**src/sv/regex_escape_decoder_unit_assert.svh**
```systemverilog
// ---------------------------------------------------------------------------
// regex escape decoder assertion macros
// shared property forms for the escape decoder checks
// ---------------------------------------------------------------------------
`ifndef REGEX_ESCAPE_DECODER_UNIT_ASSERT_SVH
`define REGEX_ESCAPE_DECODER_UNIT_ASSERT_SVH

// same-cycle implication, disabled while reset is high
`define RXD_ASSERT_NOW(label, clk, rst, ante, cons) \
   label: assert property (@(posedge clk) disable iff (rst) (ante) |-> (cons)) \
      else $error("regex escape decoder check failed");

// next-cycle implication, disabled while reset is high
`define RXD_ASSERT_NEXT(label, clk, rst, ante, cons) \
   label: assert property (@(posedge clk) disable iff (rst) (ante) |=> (cons)) \
      else $error("regex escape decoder check failed");

`endif

```
**src/sv/rxd_pkg.sv**
```systemverilog
// ---------------------------------------------------------------------------
// rxd_pkg
// widths, result kinds, character codes and digit helpers of the decoder
// ---------------------------------------------------------------------------
package rxd_pkg;

   localparam int CP_W    = 21;
   localparam int KIND_W  = 3;
   localparam int VALUE_W = 32;
   localparam int DLEFT_W = 3;

   // result kinds
   localparam logic [KIND_W-1:0] KIND_LITERAL   = 3'd0;
   localparam logic [KIND_W-1:0] KIND_DIGITS    = 3'd1;
   localparam logic [KIND_W-1:0] KIND_SPACES    = 3'd2;
   localparam logic [KIND_W-1:0] KIND_NONSPACES = 3'd3;
   localparam logic [KIND_W-1:0] KIND_ERROR     = 3'd4;

   // escape letters
   localparam logic [CP_W-1:0] CP_LOWER_A = 21'h61;
   localparam logic [CP_W-1:0] CP_LOWER_B = 21'h62;
   localparam logic [CP_W-1:0] CP_LOWER_F = 21'h66;
   localparam logic [CP_W-1:0] CP_LOWER_N = 21'h6E;
   localparam logic [CP_W-1:0] CP_LOWER_R = 21'h72;
   localparam logic [CP_W-1:0] CP_LOWER_T = 21'h74;
   localparam logic [CP_W-1:0] CP_LOWER_V = 21'h76;
   localparam logic [CP_W-1:0] CP_LOWER_D = 21'h64;
   localparam logic [CP_W-1:0] CP_LOWER_S = 21'h73;
   localparam logic [CP_W-1:0] CP_UPPER_S = 21'h53;
   localparam logic [CP_W-1:0] CP_LOWER_X = 21'h78;
   localparam logic [CP_W-1:0] CP_LOWER_U = 21'h75;
   localparam logic [CP_W-1:0] CP_UPPER_U = 21'h55;
   localparam logic [CP_W-1:0] CP_DIGIT_0 = 21'h30;
   localparam logic [CP_W-1:0] CP_DIGIT_7 = 21'h37;
   localparam logic [CP_W-1:0] CP_DIGIT_9 = 21'h39;
   localparam logic [CP_W-1:0] CP_UPPER_A = 21'h41;
   localparam logic [CP_W-1:0] CP_UPPER_F = 21'h46;
   localparam logic [CP_W-1:0] CP_NUL     = 21'h00;
   localparam logic [CP_W-1:0] CP_ETX     = 21'h03;
   localparam logic [CP_W-1:0] CP_EOT     = 21'h04;

   // control codes
   localparam logic [VALUE_W-1:0] CHR_BEL = 32'h07;
   localparam logic [VALUE_W-1:0] CHR_BS  = 32'h08;
   localparam logic [VALUE_W-1:0] CHR_FF  = 32'h0C;
   localparam logic [VALUE_W-1:0] CHR_LF  = 32'h0A;
   localparam logic [VALUE_W-1:0] CHR_CR  = 32'h0D;
   localparam logic [VALUE_W-1:0] CHR_HT  = 32'h09;
   localparam logic [VALUE_W-1:0] CHR_VT  = 32'h0B;

   // digits still expected after the escape letter, minus one
   localparam logic [DLEFT_W-1:0] DLEFT_HEX2 = 3'd1;
   localparam logic [DLEFT_W-1:0] DLEFT_HEX4 = 3'd3;
   localparam logic [DLEFT_W-1:0] DLEFT_HEX8 = 3'd7;
   localparam logic [DLEFT_W-1:0] DLEFT_OCT  = 3'd1;

   typedef struct packed {
      logic       ok;
      logic [3:0] value;
   } digit_type;

   // hex digit check and value
   function automatic digit_type hex_digit(input logic [CP_W-1:0] cp);
      digit_type d;
      d.ok    = 1'b0;
      d.value = cp[3:0];
      if (cp >= CP_DIGIT_0 && cp <= CP_DIGIT_9) begin
         d.ok = 1'b1;
      end else if ((cp >= CP_UPPER_A && cp <= CP_UPPER_F) ||
                   (cp >= CP_LOWER_A && cp <= CP_LOWER_F)) begin
         d.ok    = 1'b1;
         d.value = 4'(cp[3:0] + 4'd9);
      end
      return d;
   endfunction

   // octal digit check and value
   function automatic digit_type oct_digit(input logic [CP_W-1:0] cp);
      digit_type d;
      d.ok    = (cp >= CP_DIGIT_0 && cp <= CP_DIGIT_7);
      d.value = {1'b0, cp[2:0]};
      return d;
   endfunction

endpackage

```
**src/sv/rxd_req_if.sv**
```systemverilog
// ---------------------------------------------------------------------------
// rxd_req_if
// code point channel into the escape decoder
// ---------------------------------------------------------------------------
interface rxd_req_if
   import rxd_pkg::*;
();
   logic            valid;
   logic            ready;
   logic [CP_W-1:0] code_point;

   modport source (output valid, output code_point, input ready);
   modport sink (input valid, input code_point, output ready);
endinterface

```
**src/sv/rxd_rsp_if.sv**
```systemverilog
// ---------------------------------------------------------------------------
// rxd_rsp_if
// result channel out of the escape decoder
// ---------------------------------------------------------------------------
interface rxd_rsp_if
   import rxd_pkg::*;
();
   logic               valid;
   logic               ready;
   logic [KIND_W-1:0]  kind;
   logic [VALUE_W-1:0] char_value;

   modport source (output valid, output kind, output char_value, input ready);
   modport sink (input valid, input kind, input char_value, output ready);
endinterface

```
**src/sv/regex_escape_decoder_unit.sv**
```systemverilog
// ---------------------------------------------------------------------------
// regex escape decoder
// decodes the code points after a backslash into literals, class tokens
// or errors, collecting hex and octal digits across items
// ---------------------------------------------------------------------------
//  channel  | dir | payload                  | handshake
//  ---------+-----+--------------------------+------------------------
//  req_if   | in  | code_point[20:0]         | valid/ready, code point
//  rsp_if   | out | kind[2:0], char_value    | valid/ready, one result
//
//  one item per cycle sustained while the result side is not stalled;
//  an item passes through the input register, then the result register
//  the decode and the shift-and-add of the accumulator sit between them
//  reset clears the escape state and both valid flags
//  a stalled result holds the input register, even when the held item
//  gives no result; the input side accepts again once the result moves on
// ---------------------------------------------------------------------------
`include "regex_escape_decoder_unit_assert.svh"

module regex_escape_decoder_unit
   import rxd_pkg::*;
(
   input  logic      clock,
   input  logic      reset,
   rxd_req_if.sink   req_if,
   rxd_rsp_if.source rsp_if
);

   typedef enum logic [1:0] {
      MODE_IDLE = 2'd0,
      MODE_HEX  = 2'd1,
      MODE_OCT  = 2'd2
   } mode_type;

   logic               in_valid_ff, in_valid_in;
   logic [CP_W-1:0]    cp_ff, cp_in;
   mode_type           mode_ff, mode_in;
   logic [DLEFT_W-1:0] dleft_ff, dleft_in;
   logic [VALUE_W-1:0] acc_ff, acc_in;
   logic               out_valid_ff, out_valid_in;
   logic [KIND_W-1:0]  kind_ff, kind_in;
   logic [VALUE_W-1:0] value_ff, value_in;

   logic               out_free;
   logic               fire;
   logic               req_take;
   logic               emit;
   logic [KIND_W-1:0]  res_kind;
   logic [VALUE_W-1:0] res_value;
   mode_type           nx_mode;
   logic [DLEFT_W-1:0] nx_dleft;
   logic [VALUE_W-1:0] nx_acc;
   digit_type          hex_d;
   digit_type          oct_d;
   logic [VALUE_W-1:0] acc_hex;
   logic [VALUE_W-1:0] acc_oct;

   // handshake control
   assign out_free   = !out_valid_ff || rsp_if.ready;
   assign fire       = in_valid_ff && out_free;
   assign req_take   = req_if.valid && req_if.ready;
   assign req_if.ready = !in_valid_ff || fire;

   // digit values and accumulator steps
   assign hex_d   = hex_digit(cp_ff);
   assign oct_d   = oct_digit(cp_ff);
   assign acc_hex = {acc_ff[VALUE_W-5:0], hex_d.value};
   assign acc_oct = {acc_ff[VALUE_W-4:0], oct_d.value[2:0]};

   // escape decode for the held item
   always_comb begin
      emit      = 1'b0;
      res_kind  = KIND_LITERAL;
      res_value = '0;
      nx_mode   = mode_ff;
      nx_dleft  = dleft_ff;
      nx_acc    = acc_ff;
      unique case (mode_ff)
         MODE_HEX, MODE_OCT: begin
            if ((mode_ff == MODE_HEX) ? !hex_d.ok : !oct_d.ok) begin
               emit     = 1'b1;
               res_kind = KIND_ERROR;
               nx_mode  = MODE_IDLE;
               nx_dleft = '0;
               nx_acc   = '0;
            end else if (dleft_ff == '0) begin
               emit      = 1'b1;
               res_value = (mode_ff == MODE_HEX) ? acc_hex : acc_oct;
               nx_mode   = MODE_IDLE;
               nx_acc    = '0;
            end else begin
               nx_dleft = dleft_ff - 1'b1;
               nx_acc   = (mode_ff == MODE_HEX) ? acc_hex : acc_oct;
            end
         end
         default: begin
            // idle, and the unused code treated as idle
            nx_mode  = MODE_IDLE;
            nx_dleft = '0;
            nx_acc   = '0;
            emit     = 1'b1;
            unique case (cp_ff) inside
               CP_LOWER_A: res_value = CHR_BEL;
               CP_LOWER_B: res_value = CHR_BS;
               CP_LOWER_F: res_value = CHR_FF;
               CP_LOWER_N: res_value = CHR_LF;
               CP_LOWER_R: res_value = CHR_CR;
               CP_LOWER_T: res_value = CHR_HT;
               CP_LOWER_V: res_value = CHR_VT;
               CP_LOWER_D: res_kind = KIND_DIGITS;
               CP_LOWER_S: res_kind = KIND_SPACES;
               CP_UPPER_S: res_kind = KIND_NONSPACES;
               CP_LOWER_X: begin
                  emit     = 1'b0;
                  nx_mode  = MODE_HEX;
                  nx_dleft = DLEFT_HEX2;
               end
               CP_LOWER_U: begin
                  emit     = 1'b0;
                  nx_mode  = MODE_HEX;
                  nx_dleft = DLEFT_HEX4;
               end
               CP_UPPER_U: begin
                  emit     = 1'b0;
                  nx_mode  = MODE_HEX;
                  nx_dleft = DLEFT_HEX8;
               end
               [CP_DIGIT_0:CP_DIGIT_7]: begin
                  // the escape letter is the first of three octal digits
                  emit     = 1'b0;
                  nx_mode  = MODE_OCT;
                  nx_dleft = DLEFT_OCT;
                  nx_acc   = VALUE_W'(oct_d.value[2:0]);
               end
               CP_NUL, CP_ETX, CP_EOT: res_kind = KIND_ERROR;
               default: res_value = VALUE_W'(cp_ff);
            endcase
         end
      endcase
   end

   // next values of the registers
   always_comb begin
      in_valid_in  = req_take ? 1'b1 : (fire ? 1'b0 : in_valid_ff);
      cp_in        = req_take ? req_if.code_point : cp_ff;
      mode_in      = fire ? nx_mode : mode_ff;
      dleft_in     = fire ? nx_dleft : dleft_ff;
      acc_in       = fire ? nx_acc : acc_ff;
      out_valid_in = out_free ? (fire && emit) : out_valid_ff;
      kind_in      = (fire && emit) ? res_kind : kind_ff;
      value_in     = (fire && emit) ? res_value : value_ff;
   end

   // state and registered outputs
   always_ff @(posedge clock) begin
      if (reset) begin
         in_valid_ff  <= 1'b0;
         mode_ff      <= MODE_IDLE;
         dleft_ff     <= '0;
         acc_ff       <= '0;
         out_valid_ff <= 1'b0;
      end else begin
         in_valid_ff  <= in_valid_in;
         mode_ff      <= mode_in;
         dleft_ff     <= dleft_in;
         acc_ff       <= acc_in;
         out_valid_ff <= out_valid_in;
      end
      cp_ff    <= cp_in;
      kind_ff  <= kind_in;
      value_ff <= value_in;
   end

   assign rsp_if.valid      = out_valid_ff;
   assign rsp_if.kind       = kind_ff;
   assign rsp_if.char_value = value_ff;

   // checks on the escape state and the result register
   `RXD_ASSERT_NOW(a_idle_clear, clock, reset, mode_ff == MODE_IDLE,
      dleft_ff == '0 && acc_ff == '0)
   `RXD_ASSERT_NOW(a_oct_count, clock, reset, mode_ff == MODE_OCT, dleft_ff <= DLEFT_OCT)
   `RXD_ASSERT_NOW(a_class_zero, clock, reset,
      out_valid_ff && kind_ff != KIND_LITERAL, value_ff == '0)
   `RXD_ASSERT_NEXT(a_no_drop, clock, reset, fire && emit, out_valid_ff)

endmodule

```
**src/flat_wrapper.sv**
```systemverilog
// flat-port wrapper written by rule: the top's interface ports become plain ports
module regex_escape_decoder_unit_flat import rxd_pkg::*;
  (clock, reset, req_if_valid, req_if_code_point, req_if_ready, rsp_if_valid, rsp_if_kind, rsp_if_char_value, rsp_if_ready);
  rxd_req_if req_if_i ();
  rxd_rsp_if rsp_if_i ();
  input  logic clock;
  input  logic reset;
  input wire logic [$bits(req_if_i.valid)-1:0] req_if_valid;
  input wire logic [$bits(req_if_i.code_point)-1:0] req_if_code_point;
  output wire logic [$bits(req_if_i.ready)-1:0] req_if_ready;
  output wire logic [$bits(rsp_if_i.valid)-1:0] rsp_if_valid;
  output wire logic [$bits(rsp_if_i.kind)-1:0] rsp_if_kind;
  output wire logic [$bits(rsp_if_i.char_value)-1:0] rsp_if_char_value;
  input wire logic [$bits(rsp_if_i.ready)-1:0] rsp_if_ready;
  assign req_if_i.valid = req_if_valid;
  assign req_if_i.code_point = req_if_code_point;
  assign req_if_ready = req_if_i.ready;
  assign rsp_if_valid = rsp_if_i.valid;
  assign rsp_if_kind = rsp_if_i.kind;
  assign rsp_if_char_value = rsp_if_i.char_value;
  assign rsp_if_i.ready = rsp_if_ready;
  regex_escape_decoder_unit u_core (.clock(clock), .reset(reset), .req_if(req_if_i), .rsp_if(rsp_if_i));
endmodule
```
**config.mk**
```make
export PLATFORM = sky130hd
export DESIGN_NAME = regex_escape_decoder_unit_flat
export DESIGN_NICKNAME = d
export VERILOG_FILES = /design/src/sv/rxd_pkg.sv /design/src/sv/rxd_req_if.sv /design/src/sv/rxd_rsp_if.sv /design/src/sv/regex_escape_decoder_unit.sv /design/src/flat_wrapper.sv
export VERILOG_INCLUDE_DIRS = /design/src /design/src/sv
export SDC_FILE = /design/constraint.sdc
export NUM_CORES = 1
export LEC_CHECK = 0
export BUFFER_PORTS_ARGS = -buffer_cell sky130_fd_sc_hd__buf_4
export CORE_ASPECT_RATIO = 0.8
export CORE_UTILIZATION = 35
export DETAILED_ROUTE_END_ITERATION = 16
export GPL_TIMING_DRIVEN = 0
export HOLD_SLACK_MARGIN = 0.08
export PLACE_DENSITY = 0.6
export SETUP_SLACK_MARGIN = 0.3
export SYNTH_ARGS = -nofsm -noshare
export SYNTH_HDL_FRONTEND = slang
export SYNTH_SLANG_ARGS = --single-unit
export TNS_END_PERCENT = 20
```
**constraint.sdc**
```tcl
create_clock -name clock -period 11.9 [get_ports clock]
set_input_delay 2.38 -clock clock [delete_from_list [all_inputs] [get_ports clock]]
set_output_delay 2.38 -clock clock [all_outputs]
set_load 0.02 [all_outputs]
```
; After elaboration in Yosys (flattened, before gate mapping)
; Index checks and enable logic that the tools add are counted.
[classes]
reduce_logical = 25
eq_ne = 19
magnitude_cmp = 7
n_mux = 30
add_sub_neg = 2
[ops]
columns = operator, n
row1 = "== test 21 x 7 -> 1 bit, second input constant", 13
row2 = one-hot mux 21 bit (8 select lines), 1
row3 = 2-to-1 mux 32 bit, 4
row4 = 2-to-1 mux 29 bit, 3
row5 = "greater-or-equal comparator 21 x 7 -> 1 bit, second input constant", 2
row6 = "less-or-equal comparator 21 x 6 -> 1 bit, second input constant", 2
row7 = "less-or-equal comparator 21 x 7 -> 1 bit, second input constant", 2
row8 = "== test 21 x 2 -> 1 bit, second input constant", 1
row9 = "== test 21 x 3 -> 1 bit, second input constant", 1
row10 = "greater-or-equal comparator 21 x 6 -> 1 bit, second input constant", 1
row11 = zero test 21 bit, 1
row12 = 2-to-1 mux 3 bit, 6
row13 = one-hot mux 3 bit (4 select lines), 1
row14 = OR reduction 10 bit, 1
row15 = one-hot mux 3 bit (3 select lines), 1
row16 = 2-to-1 mux 1 bit, 8
row17 = logical AND 1 bit, 7
row18 = 2-to-1 mux 2 bit, 3
row19 = OR reduction 3 bit, 2
row20 = 2-to-1 mux 5 bit, 1
row21 = "adder 4 bit, second input constant", 1
row22 = zero test 1 bit, 4
row23 = 2-to-1 mux 4 bit, 1
row24 = one-hot mux 2 bit (2 select lines), 1
row25 = 11 further kinds, 15
[word_totals]
ff_bits = 92
inputBits = 25
wordCells = 91
out_inout_bits = 37

; Logic depth before layout (Yosys ltp)
[logic_depth]
depth_word = 10
depth_mapped = 10
depth_no_buf = 8

; Worst setup path before layout
; No wires, ideal clock.
[synth_timing]
path_type = input to output
from = in rsp_if_ready
to = out req_if_ready
cell_stages = 2
required_time_ns = 9.520
path_slack_ns = 6.814
n_path_buf = 0
arrival_ns = 2.706
cell_sequence = nor2b_1 -> nand2_1
[synth_via]
elab_chain_len = 3
[synth_rtl]
columns = item, line_no
row1 = from (decl), flat_wrapper.sv:14  ; input wire logic [$bits(rsp_if_i.ready)-1:0] rsp_if_ready;
row2 = logical OR 1 bit, regex_escape_decoder_unit.sv:59  ; assign out_free = !out_valid_ff || rsp_if.ready;
row3 = logical AND 1 bit, regex_escape_decoder_unit.sv:60  ; assign fire = in_valid_ff && out_free;
row4 = logical OR 1 bit, regex_escape_decoder_unit.sv:62  ; assign req_if.ready = !in_valid_ff || fire;
row5 = to (decl), flat_wrapper.sv:10  ; output wire logic [$bits(req_if_i.ready)-1:0] req_if_ready;
; No other way between the ends.

; Final worst setup path
; Same ends and word-level chain as after synthesis.

==> impl_metrics.xml <==
<?xml version="1.0" encoding="UTF-8"?>
<metrics>
  <group name="outcome">
    <metric name="run_status" unit="">complete, no violations</metric>
  </group>
  <group name="drt">
    <metric name="met3WireLength" unit="µm">869</metric>
    <metric name="detail-route-antenna-nets" unit="">0</metric>
    <metric name="vias_per_cell" unit="">5.217</metric>
    <metric name="detail_route.wirelength" unit="µm">11080</metric>
    <metric name="top_layer_used" unit="">met4</metric>
    <metric name="drt_pass1_iterations" unit="">5</metric>
    <metric name="first_iter_violations" unit="">197</metric>
    <metric name="length_of_routed_met2_wiring" unit="µm">4678</metric>
    <metric name="detail_route.wirelength.met1" unit="µm">5442</metric>
    <metric name="via_count" unit="">3480</metric>
    <metric name="post_drt_wl_per_cell" unit="µm">16.60</metric>
    <metric name="route.detailed.drc" unit="">0</metric>
  </group>
  <group name="pwr">
    <metric name="finalPower" unit="mW">0.6996</metric>
    <metric name="ir_drop" unit="µV">78.30</metric>
    <metric name="power_density" unit="mW/mm²">128.8</metric>
    <metric name="power.leakage" unit="nW">1.917</metric>
  </group>
  <group name="timing">
    <metric name="max_slew_margin" unit="">0.3138</metric>
    <metric name="final_min_period_over_clock_period" unit="">0.4447</metric>
    <metric name="max_clock_freq" unit="MHz">189.0</metric>
    <metric name="final_count_of_pins_violating_max_slew" unit="">0</metric>
    <metric name="max_slew.worst_pin.slew" unit="ns">1.029</metric>
    <metric name="finClkSkew" unit="ns">0.01060</metric>
    <metric name="finalCriticalPeriod" unit="ns">5.292</metric>
    <metric name="grt_setup_unrepaired" unit="">no</metric>
    <metric name="timing.hold.ws" unit="ns">0.4848</metric>
    <metric name="setup_violations" unit="">0</metric>
    <metric name="fin_tns_setup" unit="ns">0</metric>
    <metric name="final_hold_viol_count" unit="">0</metric>
  </group>
  <group name="yosys">
    <metric name="syn_area" unit="mm²">0.004439</metric>
    <metric name="synthXorXnorAreaFrac" unit="">0.001973</metric>
    <metric name="synth.largest_area_cell" unit="">edfxtp_1</metric>
    <metric name="proportion_of_synthesized_flip_flops_having_asynchronous_set_or_reset" unit="">0</metric>
    <metric name="synthTopCellsByArea" unit="">edfxtp_1 38%, dfxtp_1 16%, mux2i_1 4.5%</metric>
    <metric name="synthSimpleGateAreaFrac" unit="">0.1809</metric>
    <metric name="synth_top_family_by_area" unit="">simple AND/OR/NAND/NOR gates</metric>
    <metric name="synthDominantCellAreaShare" unit="">0.3788</metric>
    <metric name="synth.yosys.seq_area_share" unit="">0.5411</metric>
    <metric name="postSynthAreaPerCell" unit="µm²">10.59</metric>
    <metric name="net_count_after_synthesis" unit="">451</metric>
    <metric name="synth-seq-cells" unit="">92</metric>
    <metric name="unique_masters_post_synth" unit="">61</metric>
    <metric name="syn-instance-count" unit="">419</metric>
    <metric name="adder_cell_share_of_the_synthesized_area" unit="">0.01973</metric>
    <metric name="synth_enable_flop_cells" unit="">56</metric>
    <metric name="synth_top_flop_cell" unit="">edfxtp_1</metric>
    <metric name="compound_gate_fraction_of_synth_area" unit="">0.1550</metric>
    <metric name="yosysWarnings" unit="">0</metric>
    <metric name="yosys-mux-area-fraction" unit="">0.06032</metric>
  </group>
  <group name="clock_network">
    <metric name="resize_count_post_cts" unit="">0</metric>
    <metric name="cts-root-buf" unit="">clkbuf_16</metric>
    <metric name="worst_skew_pair.late_latency" unit="ns">0.35</metric>
    <metric name="clockBufferDepth" unit="">2</metric>
    <metric name="htree_levels" unit="">3</metric>
    <metric name="clkSinkCount" unit="">92</metric>
    <metric name="cts-hold-fix-buffers" unit="">0</metric>
    <metric name="post_cts.repair.setup_buffers" unit="">0</metric>
    <metric name="clkSlewWorstSetupHoldPaths" unit="ns">0.06</metric>
    <metric name="tritoncts" unit="">built</metric>
    <metric name="cts-buffers-inserted" unit="">9</metric>
  </group>
  <group name="grt">
    <metric name="grt_first_pass_wirelength" unit="µm">17530</metric>
    <metric name="grt_antenna_before_repair" unit="">0</metric>
    <metric name="globalRoute.totalOverflow" unit="">0</metric>
    <metric name="largest_net_degree_at_the_start_of_global_routing" unit="">29</metric>
    <metric name="first_global_vias" unit="">3223</metric>
    <metric name="track_usage" unit="">0.1791</metric>
  </group>
  <group name="layout">
    <metric name="multi_input_comb_area" unit="mm²">0.001863</metric>
    <metric name="mostFrequentLayoutCell" unit="">buf_4</metric>
    <metric name="area.sequential" unit="mm²">0.002402</metric>
    <metric name="most-common-layout-cells" unit="">60 x buf_4, 56 x edfxtp_1, 52 x nand2_1</metric>
    <metric name="post_route_cells_drive_above_1_share" unit="">0.2097</metric>
    <metric name="fin_nets" unit="">523</metric>
    <metric name="flow.area_growth_from_synthesis" unit="%">22.32</metric>
    <metric name="antennaDiodeCount" unit="">0</metric>
    <metric name="num-fill-cells" unit="">1202</metric>
    <metric name="postLayoutCellArea" unit="mm²">0.005430</metric>
    <metric name="post-route-util" unit="">0.4432</metric>
  </group>
  <group name="job">
    <metric name="max_cap_violations" unit="">0</metric>
  </group>
  <group name="floorplanning">
    <metric name="die_width" unit="µm">127.9</metric>
    <metric name="placement_rows" unit="">36</metric>
    <metric name="die_h" unit="µm">102.7</metric>
    <metric name="fp.coreArea" unit="mm²">0.01225</metric>
    <metric name="initial_core_util" unit="">0.3623</metric>
    <metric name="design.die.area" unit="mm²">0.01314</metric>
    <metric name="top_level_ports" unit="">62</metric>
  </group>
  <group name="worst_setup_path">
    <metric name="cp-start-kind" unit="">primary input</metric>
    <metric name="crit_type" unit="">primary input to output pin</metric>
    <metric name="critPathArrivalTime" unit="ns">2.91</metric>
    <metric name="worst-path-max-fanout" unit="">3</metric>
    <metric name="critical_path.endpoint_type" unit="">output pin</metric>
    <metric name="timing.critical_path.required" unit="ns">9.52</metric>
  </group>
  <group name="hold_path">
    <metric name="min_path_type" unit="">flop to flop</metric>
  </group>
  <group name="placement">
    <metric name="port-buffer-count" unit="">60</metric>
    <metric name="gp_routability_congestion" unit="">0.8962</metric>
    <metric name="placement.cell_area" unit="mm²">0.005131</metric>
    <metric name="dp_hpwl" unit="µm">8009</metric>
  </group>
</metrics>
-- registers in the layout (all words and copies together), names as in the netlist --
| signal | count |
|---|---|
| u_core.acc_ff | 29 |
| u_core.cp_ff | 21 |
| u_core.dleft_ff | 3 |
| u_core.in_valid_ff | 1 |
| u_core.mode_ff | 2 |
| u_core.rsp_if.char_value | 32 |
| u_core.rsp_if.kind | 3 |
| u_core.rsp_if.valid | 1 |
-- layer usage --
| layer | vias up | track usage |
|---|---|---|
| li1 | 1685 | - |
| met1 | 1661 | 0.2643 |
| met2 | 128 | 0.2504 |
| met3 | 6 | 0.05656 |
| met4 | 0 | 0.04706 |
| met5 | - | 0 |
-- power by group --
part / total [mW] / switching, mW / internal [mW]
combinational: 0.0553 / 0.0341 / 0.0212
sequential: 0.355 / 0.00579 / 0.350
clock: 0.289 / 0.125 / 0.164
total: 0.700 / 0.165 / 0.535
-- synthesized netlist by cell type (all sizes together) (12+ instances only) --
master	number
o31ai	17
buf	14
nand2	52
a21oi	12
dfxtp	36
mux2i	20
inv	12
clkbuf	16
nor2	23
nor2b	24
o21ai	30
edfxtp	56
-- logic make-up after synthesis --
| family | Yosys count |
|---|---|
| simple gates | 151 |
| buf+inv | 42 |
| fa+ha+maj | 7 |
| flops | 92 |
| mux | 26 |
| xor+xnor | 1 |
| compound gates | 100 |
-- worst paths after layout --
| kind | from | end | slack [ns] | cells after the start |
|---|---|---|---|---|
| hold / removal | u_core.mode_ff[1] | u_core.mode_ff[1] | 0.48 | 2 |
| setup / recovery | rsp_if_ready | req_if_ready | 6.61 | 4 |
| setup reg to reg | u_core.cp_ff[1] | u_core.rsp_if.char_value[23] | 8.80 | 8 |
| hold reg to reg | u_core.mode_ff[1] | u_core.mode_ff[1] | 0.48 | 2 |
-- worst max-delay path, stage by stage --
cell,delay [ns]
buf_4,0.11
nor2b_1,0.17
nand2_1,0.09
buf_4,0.16
-- metrics by stage --
step	worst slack, ns	cells
floorplan	6.814	419
global placement	5.850	650
detailed placement	6.598	651
CTS	6.597	667
global route	6.539	667
finish	6.608	667
-- area by class of cell --
type                    count  area share
repair buffers             61     0.08664
well taps                 171     0.03940
plain buffers              30     0.02512
clock buffers               9     0.04147
multi-input cells         285      0.3431
clock inverters             7     0.01359
flip-flops and latches     92      0.4424
inverters                  12    0.008295
No activity file was read; power rests on OpenSTA's default activity.
